**src/rtl/mftt_pkg.sv**
```systemverilog
`default_nettype none

package mftt_pkg;

  // Field widths fixed by the frame format.
  localparam int unsigned IdW     = 11;
  localparam int unsigned WordW   = 16;
  localparam int unsigned TempW   = 8;
  localparam int unsigned SlotW   = 3;
  localparam int unsigned CountW  = 3;
  localparam int unsigned TurnW   = 32;
  localparam int unsigned CfgIdxW = 2;

  // Default size of the slot table.
  localparam int unsigned SlotCountDefault = 8;

  // Tracking constants.
  localparam logic [SlotW-1:0]  GroupOffset = 3'd4;
  localparam logic [CountW-1:0] GroupMax    = 3'd4;
  localparam logic signed [WordW:0] JumpLimit    = 17'sd4096;
  localparam logic signed [WordW:0] JumpLimitNeg = -17'sd4096;

  // Configuration register indexes.
  localparam logic [CfgIdxW-1:0] CfgFirstBase  = 2'd0;
  localparam logic [CfgIdxW-1:0] CfgSecondBase = 2'd1;
  localparam logic [CfgIdxW-1:0] CfgPerGroup   = 2'd2;

  // Configuration reset values.
  localparam logic [IdW-1:0]    FirstBaseReset  = 11'd513;
  localparam logic [IdW-1:0]    SecondBaseReset = 11'd517;
  localparam logic [CountW-1:0] PerGroupReset   = 3'd4;

  // One entry of the slot table.
  typedef struct packed {
    logic             seen;
    logic [TurnW-1:0] turns;
    logic [WordW-1:0] prev_angle;
  } entry_t;

  // Result of the identifier decode.
  typedef struct packed {
    logic             hit;
    logic             second;
    logic [SlotW-1:0] slot;
  } match_t;

endpackage

`default_nettype wire

```
**src/rtl/mftt_decode.sv**
```systemverilog
`default_nettype none

module mftt_decode import mftt_pkg::*; #(
  parameter int unsigned SlotCount = SlotCountDefault
) (
  input  wire logic [IdW-1:0]    frame_id_i,
  input  wire logic [IdW-1:0]    first_base_i,
  input  wire logic [IdW-1:0]    second_base_i,
  input  wire logic [CountW-1:0] per_group_i,
  output match_t                 match_o
);

  logic [CountW-1:0] count;
  logic [IdW:0]      first_end;
  logic [IdW:0]      second_end;
  logic              in_first;
  logic              in_second;
  logic [1:0]        first_off;
  logic [1:0]        second_off;
  logic [SlotW-1:0]  slot;

  // Groups never span more than four identifiers.
  assign count = (per_group_i > GroupMax) ? GroupMax : per_group_i;

  // Range checks, one bit wider so that the end cannot wrap.
  assign first_end  = {1'b0, first_base_i} + {{(IdW + 1 - CountW){1'b0}}, count};
  assign second_end = {1'b0, second_base_i} + {{(IdW + 1 - CountW){1'b0}}, count};
  assign in_first   = (frame_id_i >= first_base_i) && ({1'b0, frame_id_i} < first_end);
  assign in_second  = (frame_id_i >= second_base_i) && ({1'b0, frame_id_i} < second_end);

  // Offsets within a group are below four once the range check holds.
  assign first_off  = 2'(frame_id_i - first_base_i);
  assign second_off = 2'(frame_id_i - second_base_i);

  // The first group takes precedence where the ranges overlap.
  always_comb begin
    match_o = '0;
    slot    = '0;
    if (in_first) begin
      slot = {1'b0, first_off};
    end else if (in_second) begin
      slot = {1'b0, second_off} + GroupOffset;
    end
    if ((in_first || in_second) && ({29'd0, slot} < 32'(SlotCount))) begin
      match_o.hit    = 1'b1;
      match_o.second = !in_first;
      match_o.slot   = slot;
    end
  end

endmodule

`default_nettype wire

```
**src/rtl/mftt_table.sv**
```systemverilog
`default_nettype none

module mftt_table import mftt_pkg::*; #(
  parameter int unsigned SlotCount = SlotCountDefault,
  localparam int unsigned IdxW     = (SlotCount > 1) ? $clog2(SlotCount) : 1
) (
  input  wire logic            clk_i,
  input  wire logic            rst_ni,
  input  wire logic            rd_en_i,
  input  wire logic [IdxW-1:0] rd_idx_i,
  output entry_t               rd_entry_o,
  input  wire logic            wr_en_i,
  input  wire logic [IdxW-1:0] wr_idx_i,
  input  wire entry_t          wr_entry_i
);

  entry_t               mem_q [SlotCount];
  logic [SlotCount-1:0] valid_q;
  entry_t               rd_data_q;
  logic                 rd_valid_q;

  // Synchronous slot memory; read data stays until the next read.
  always_ff @(posedge clk_i) begin
    if (wr_en_i) begin
      mem_q[wr_idx_i] <= wr_entry_i;
    end
    if (rd_en_i) begin
      rd_data_q <= mem_q[rd_idx_i];
    end
  end

  // Per-entry valid bits stand in for clearing the memory at reset.
  always_ff @(posedge clk_i or negedge rst_ni) begin
    if (!rst_ni) begin
      valid_q    <= '0;
      rd_valid_q <= 1'b0;
    end else begin
      if (wr_en_i) begin
        valid_q[wr_idx_i] <= 1'b1;
      end
      if (rd_en_i) begin
        rd_valid_q <= valid_q[rd_idx_i];
      end
    end
  end

  // An entry never written reads as all zeros.
  assign rd_entry_o = rd_valid_q ? rd_data_q : '0;

endmodule

`default_nettype wire

```
**src/rtl/motor_feedback_multiturn_tracker_unit.sv**
```systemverilog
`default_nettype none

// Multi-turn angle tracker for motor feedback frames.
//
// Input channel: one received feedback frame per transfer (identifier and the
// angle, speed, current and temperature words), moved when in_valid_i is high
// and in_stall_o is low. Output channel: one result per frame, moved when
// out_valid_o is high and out_stall_i is low. A frame outside both identifier
// ranges yields a result with every field zero and leaves the table alone.
// Configuration: a write channel (cfg_valid_i, cfg_ready_o, cfg_index_i,
// cfg_data_i) that is always ready; write it only while the block is idle.
//
// For each frame the slot table is read in the transfer cycle, and the round
// update is written back and the result registered in the next. The next
// frame is taken from the cycle after that, so a new frame is not accepted
// while the last one is being updated; the registered read of the slot memory
// sets this. out_valid_o rises once the result is registered in the StCalc
// state. While the receiver stalls, the result is held in the output register
// and no further frame is taken until it has moved.
// Reset restores the default identifier ranges and marks all table entries
// unwritten, so that every slot starts with angle, rounds and flag at zero.

module motor_feedback_multiturn_tracker_unit import mftt_pkg::*; #(
  parameter int unsigned SlotCount = SlotCountDefault
) (
  input  wire logic                     clk_i,
  input  wire logic                     rst_ni,
  // Frame input
  input  wire logic                     in_valid_i,
  output logic                          in_stall_o,
  input  wire logic [IdW-1:0]           frame_id_i,
  input  wire logic [WordW-1:0]         angle_word_i,
  input  wire logic signed [WordW-1:0]  speed_word_i,
  input  wire logic signed [WordW-1:0]  current_word_i,
  input  wire logic [TempW-1:0]         temp_byte_i,
  // Result output
  output logic                          out_valid_o,
  input  wire logic                     out_stall_i,
  output logic                          matched_o,
  output logic [SlotW-1:0]              slot_o,
  output logic [WordW-1:0]              shaft_angle_o,
  output logic signed [WordW-1:0]       shaft_speed_o,
  output logic signed [WordW-1:0]       phase_current_o,
  output logic [TempW-1:0]              temperature_o,
  output logic signed [TurnW-1:0]       round_count_o,
  output logic signed [TurnW-1:0]       total_angle_o,
  // Configuration writes
  input  wire logic                     cfg_valid_i,
  output logic                          cfg_ready_o,
  input  wire logic [CfgIdxW-1:0]       cfg_index_i,
  input  wire logic [IdW-1:0]           cfg_data_i
);

  localparam int unsigned IdxW = (SlotCount > 1) ? $clog2(SlotCount) : 1;

  typedef enum logic {
    StIdle,
    StCalc
  } state_e;

  state_e state_q;

  // Configuration registers.
  logic [IdW-1:0]    first_base_q;
  logic [IdW-1:0]    second_base_q;
  logic [CountW-1:0] per_group_q;

  // Frame held across the table read.
  match_t           match_q;
  logic [WordW-1:0] angle_q;
  logic [WordW-1:0] speed_q;
  logic [WordW-1:0] current_q;
  logic [TempW-1:0] temp_q;

  // Output register.
  logic             out_valid_q;
  logic             matched_q;
  logic [SlotW-1:0] slot_q;
  logic [WordW-1:0] shaft_angle_q;
  logic [WordW-1:0] shaft_speed_q;
  logic [WordW-1:0] phase_current_q;
  logic [TempW-1:0] temperature_q;
  logic [TurnW-1:0] round_count_q;
  logic [TurnW-1:0] total_angle_q;

  match_t            match;
  logic              in_fire;
  logic              out_free;
  logic              calc_done;
  entry_t            rd_entry;
  entry_t            wr_entry;
  logic signed [WordW:0] diff;
  logic              first_frame;
  logic [TurnW-1:0]  turns_after;
  logic [TurnW-1:0]  total;

  assign cfg_ready_o = 1'b1;

  // Handshakes: a frame is taken only when no update is pending and the output is not stalled.
  assign out_free   = !out_valid_q || !out_stall_i;
  assign in_stall_o = (state_q != StIdle) || (out_valid_q && out_stall_i);
  assign in_fire    = in_valid_i && !in_stall_o;
  assign calc_done  = (state_q == StCalc) && out_free;

  mftt_decode #(
    .SlotCount(SlotCount)
  ) u_decode (
    .frame_id_i   (frame_id_i),
    .first_base_i (first_base_q),
    .second_base_i(second_base_q),
    .per_group_i  (per_group_q),
    .match_o      (match)
  );

  mftt_table #(
    .SlotCount(SlotCount)
  ) u_table (
    .clk_i     (clk_i),
    .rst_ni    (rst_ni),
    .rd_en_i   (in_fire && match.hit),
    .rd_idx_i  (match.slot[IdxW-1:0]),
    .rd_entry_o(rd_entry),
    .wr_en_i   (calc_done && match_q.hit),
    .wr_idx_i  (match_q.slot[IdxW-1:0]),
    .wr_entry_i(wr_entry)
  );

  // Round step: a jump of more than half a turn crosses the zero mark.
  assign diff        = $signed({1'b0, angle_q}) - $signed({1'b0, rd_entry.prev_angle});
  assign first_frame = match_q.second && !rd_entry.seen;

  always_comb begin
    turns_after = rd_entry.turns;
    if (first_frame) begin
      turns_after = rd_entry.turns;
    end else if (diff > JumpLimit) begin
      turns_after = rd_entry.turns - 32'd1;
    end else if (diff < JumpLimitNeg) begin
      turns_after = rd_entry.turns + 32'd1;
    end
  end

  // Total angle uses the round count from before the update: 8191 = 2^13 - 1.
  assign total = {16'd0, angle_q} + {rd_entry.turns[TurnW-14:0], 13'd0} - rd_entry.turns;

  always_comb begin
    wr_entry.seen       = rd_entry.seen || match_q.second;
    wr_entry.turns      = turns_after;
    wr_entry.prev_angle = angle_q;
  end

  // Control, configuration, held frame and output register.
  always_ff @(posedge clk_i or negedge rst_ni) begin
    if (!rst_ni) begin
      state_q          <= StIdle;
      first_base_q     <= FirstBaseReset;
      second_base_q    <= SecondBaseReset;
      per_group_q      <= PerGroupReset;
      match_q          <= '0;
      angle_q          <= '0;
      speed_q          <= '0;
      current_q        <= '0;
      temp_q           <= '0;
      out_valid_q      <= 1'b0;
      matched_q        <= 1'b0;
      slot_q           <= '0;
      shaft_angle_q    <= '0;
      shaft_speed_q    <= '0;
      phase_current_q  <= '0;
      temperature_q    <= '0;
      round_count_q    <= '0;
      total_angle_q    <= '0;
    end else begin
      if (cfg_valid_i) begin
        case (cfg_index_i)
          CfgFirstBase:  first_base_q  <= cfg_data_i;
          CfgSecondBase: second_base_q <= cfg_data_i;
          CfgPerGroup:   per_group_q   <= cfg_data_i[CountW-1:0];
          default: ;
        endcase
      end

      if (out_valid_q && !out_stall_i) begin
        out_valid_q <= 1'b0;
      end

      case (state_q)
        StIdle: begin
          if (in_fire) begin
            match_q   <= match;
            angle_q   <= angle_word_i;
            speed_q   <= speed_word_i;
            current_q <= current_word_i;
            temp_q    <= temp_byte_i;
            state_q   <= StCalc;
          end
        end
        StCalc: begin
          if (out_free) begin
            out_valid_q <= 1'b1;
            state_q     <= StIdle;
            if (match_q.hit) begin
              matched_q        <= 1'b1;
              slot_q           <= match_q.slot;
              shaft_angle_q    <= angle_q;
              shaft_speed_q    <= speed_q;
              phase_current_q  <= current_q;
              temperature_q    <= temp_q;
              round_count_q    <= turns_after;
              total_angle_q    <= total;
            end else begin
              matched_q        <= 1'b0;
              slot_q           <= '0;
              shaft_angle_q    <= '0;
              shaft_speed_q    <= '0;
              phase_current_q  <= '0;
              temperature_q    <= '0;
              round_count_q    <= '0;
              total_angle_q    <= '0;
            end
          end
        end
        default: state_q <= StIdle;
      endcase
    end
  end

  assign out_valid_o      = out_valid_q;
  assign matched_o        = matched_q;
  assign slot_o           = slot_q;
  assign shaft_angle_o    = shaft_angle_q;
  assign shaft_speed_o    = shaft_speed_q;
  assign phase_current_o  = phase_current_q;
  assign temperature_o    = temperature_q;
  assign round_count_o    = round_count_q;
  assign total_angle_o    = total_angle_q;

endmodule

`default_nettype wire
```
**config.mk**
```make
export PLATFORM = sky130hd
export DESIGN_NAME = motor_feedback_multiturn_tracker_unit
export DESIGN_NICKNAME = d
export VERILOG_FILES = /design/src/rtl/mftt_pkg.sv /design/src/rtl/mftt_decode.sv /design/src/rtl/mftt_table.sv /design/src/rtl/motor_feedback_multiturn_tracker_unit.sv
export SDC_FILE = /design/constraint.sdc
export NUM_CORES = 1
export LEC_CHECK = 0
export ABC_CLOCK_PERIOD_IN_PS = 18610
export BUFFER_PORTS_ARGS = -buffer_cell sky130_fd_sc_hd__buf_2
export CAP_MARGIN = 20
export CELL_PAD_IN_SITES_DETAIL_PLACEMENT = 1
export CELL_PAD_IN_SITES_GLOBAL_PLACEMENT = 2
export CORE_UTILIZATION = 42
export CTS_CLUSTER_DIAMETER = 150
export DETAILED_ROUTE_END_ITERATION = 16
export HOLD_SLACK_MARGIN = 0.12
export PLACE_DENSITY_LB_ADDON = 0.1
export SLEW_MARGIN = 5
export SYNTH_ARGS = -nofsm -noshare
export SYNTH_HDL_FRONTEND = slang
export SYNTH_SLANG_ARGS = --single-unit
```
**constraint.sdc**
```tcl
create_clock -name clk_i -period 18.61 [get_ports clk_i]
set_input_delay 3.722 -clock clk_i [delete_from_list [all_inputs] [get_ports clk_i]]
set_output_delay 3.722 -clock clk_i [all_outputs]
set_load 0.02 [all_outputs]
```
==> run metrics <==
outcome=finished, violations left; failing checks=design-rule violations; DR iter-0 viols=around 1600; slowest CP cell=buf_2; final hold violations=0; met1 usage=0.359; core area=roughly 0.073 mm²; f_max=around 120 MHz; worst path required time=roughly 15 ns; GRT Total Usage=0.263; Mapped Nets=2798; peak supply drop=76.3 µV; met2 usage=0.446; Netlist cell types=83; Clock Tree Buf Depth=3; hold_buf cts=0; Mapped Area=between 0.03 and 0.04 mm²; Hold Slack=0.462 ns; Sink Count=about 660; CTS buffer count=77; Layout area overhead=14.9%; vias in the first global route=23600; syn_area_per_cell=12.1 µm²; largest net degree at the start of global routing=113; CTS tree=done; register area share after synthesis=0.601; crit path cell chain=buf_2 > nand2_1 > nand2b_1 > buf_2; CTS root buf=clkbuf_16; final RePlAce weighted congestion=0.865; most used flip-flop cell after synthesis=edfxtp_1; Synth top cells by count=edfxtp_1 (441), nand2_1 (285), dfrtp_1 (215); unrepaired setup endpoints after global routing=no; arrival time at the worst endpoint=4.28 ns; #FFs+latches synth=between 600 and 700; buffer count from post-CTS setup fixing=0; Multi-input gate area=between 0.01 and 0.015 mm²; first-pass GRT wire length=149000 µm; layout cells sized above 1=0.179; IO Pins=roughly 210; Port Buffers=210; Max H-tree Level=3; Synth area leaders=edfxtp_1 (42%), dfrtp_1 (17%), a211oi_1 (5.0%); yosys warns=0; via count=22300; share of the synthesized area in the top cell type=0.424; antenna violations before repair=4; CP bufs+invs=2; Worst Tran Pin Value=1.11 ns; Starting Density=0.426; worst-path fanout max=5; total net switching power=about 2.5 mW; Die Wd=275 µm; Seq pwr share=0.354; Max-cap violations=0; critical path capture point type=output pin; Register Area=0.0188 mm²; clk_lat worst skew=0.63 ns; Setup CP Type=primary input to output pin; internal power=about 3.7 mW; total negative setup slack=0 ns; max incr delay on CP=~0.18 ns; WL per Instance=26.0 µm; clk_skew=0.0256 ns; Leak=14.5 nW; DRC=4; post-CTS resize count=0; Post-synth EDFFs=441; Power Dens Cells=approximately 170 mW/mm²; Synth area leader=edfxtp_1; clk slew on worst S/H paths=about 0.05 ns; WL final=just under 100000 µm; Clock power frac=0.248; Logic pwr share=0.398; cell count after synthesis=2582; Chip Height=275 µm; fin crit period=8.01 ns; Max Slew Vio Count=0; drt first pass iters=13; post-route ant nets=0; CP startpoint kind=primary input; count leader, synth=edfxtp_1; DR vias/cell=5.90; fillcell total=7654; DP HPWL=slightly above 60000 µm; GR Util met3=0.0345; Slew HR=0.256; nets=2971; # rows=99; die area=0.0755 mm²; CP dominant cell by count=buf_2; Switching Share=0.401; Top Usage Layer GRT=met2; fin crit share=0.430; grt ovf=0; final setup fails=0; asr flop ratio synth=0.334; Min-Delay Path Class=flop to flop; Crit path max-delay family=buffers and inverters
[through the flow]
step / cells / worst slack (ns) / instance area [µm²] / total power, mW / util
floorplan: 2582 / 8.99 / 31200 / 3.78 / -
global placement: 3632 / 10.01 / 33300 / 4.60 / 0.454
detailed placement: 3633 / 9.79 / 33300 / 4.66 / 0.454
CTS: 3775 / 10.48 / 35800 / 6.21 / 0.489
global route: 3777 / 10.54 / 35900 / 6.51 / 0.489
finish: 3778 / 10.60 / 35900 / 6.17 / 0.490
[flip-flops by register name (all words and copies together) (netlist names), 3 cells and up]
name	cells
u_table.mem_q	392
u_table.rd_data_q	49
round_count_o	32
total_angle_o	32
angle_q	16
current_q	16
phase_current_o	16
shaft_angle_o	16
shaft_speed_o	16
speed_q	16
first_base_q	11
second_base_q	11
temp_q	8
temperature_o	8
u_table.valid_q	8
match_q	5
per_group_q	3
slot_o	3
[cells in the final DEF (no fill, tap or decap), drive strengths merged, types with 54 or more instances in the layout]
cell type / count
a211oi: 209
a21oi: 54
and3: 211
buf: 248
clkbuf: 99
dfrtp: 215
edfxtp: 441
ha: 124
inv: 83
mux2: 74
nand2: 285
nand3: 88
nor2: 68
nor4: 63
o21ai: 72
[logic make-up (layout without fill, tap and decap cells)]
logic type,Yosys count,count (layout),share of synthesized area
xor+xnor,65,65,0.0182
mux,78,78,0.0284
simple gates,893,893,0.148
buf+inv,235,471,0.0296
compound gates,517,517,0.120
fa+ha+maj,131,131,0.0542
other cells,1,2,0.000120
flops,662,662,0.601
[power groups by stage]
| stage | combinational [mW] | sequential, mW | clock (mW) |
|---|---|---|---|
| global route | 2.68 | 2.21 | 1.61 |
| detailed placement | 2.44 | 2.21 | 0 |
| global placement | 2.39 | 2.20 | 0 |
| floorplan | 1.56 | 2.22 | 0 |
| finish | 2.46 | 2.18 | 1.53 |
| CTS | 2.47 | 2.19 | 1.56 |
[worst paths after layout]
check                      cells past startpoint  slack [ns]                         endpoint                            from
min                                            1        0.46   u_table.valid_q[6]$_DFFE_PN0P_  u_table.valid_q[6]$_DFFE_PN0P_
max reg2reg                                   17       12.30  u_table.rd_data_q[29]$_DFFE_PP_      per_group_q[2]$_DFFE_PN1P_
min reg2reg                                    1        0.46   u_table.valid_q[6]$_DFFE_PN0P_  u_table.valid_q[6]$_DFFE_PN0P_
min in group asynchronous                      1        3.10  phase_current_o[10]$_DFFE_PN0P_                          rst_ni
max                                            4       10.60                       in_stall_o                     out_stall_i
max in group asynchronous                      2       13.83           match_q[4]$_DFFE_PN0P_                          rst_ni
[metal layers]
layer	part of all wire	wire (µm)	vias up
li1	-	-	10100
met1	0.45	44000	11600
met2	0.49	48200	483
met3	0.043	4190	125
met4	0.019	1880	0
met5	0	0	-
[layout make-up]
type                            count  share of cell area
Sequential cell                   662               0.523
Multi-Input combinational cell   1685               0.325
Clock buffer                       99              0.0589
Timing Repair Buffer              248              0.0384
Tap cell                          959              0.0334
Clock inverter                     43              0.0123
Inverter                           81             0.00847
Antenna cell                        1           0.0000697
Power figures use the tool's default switching activity.
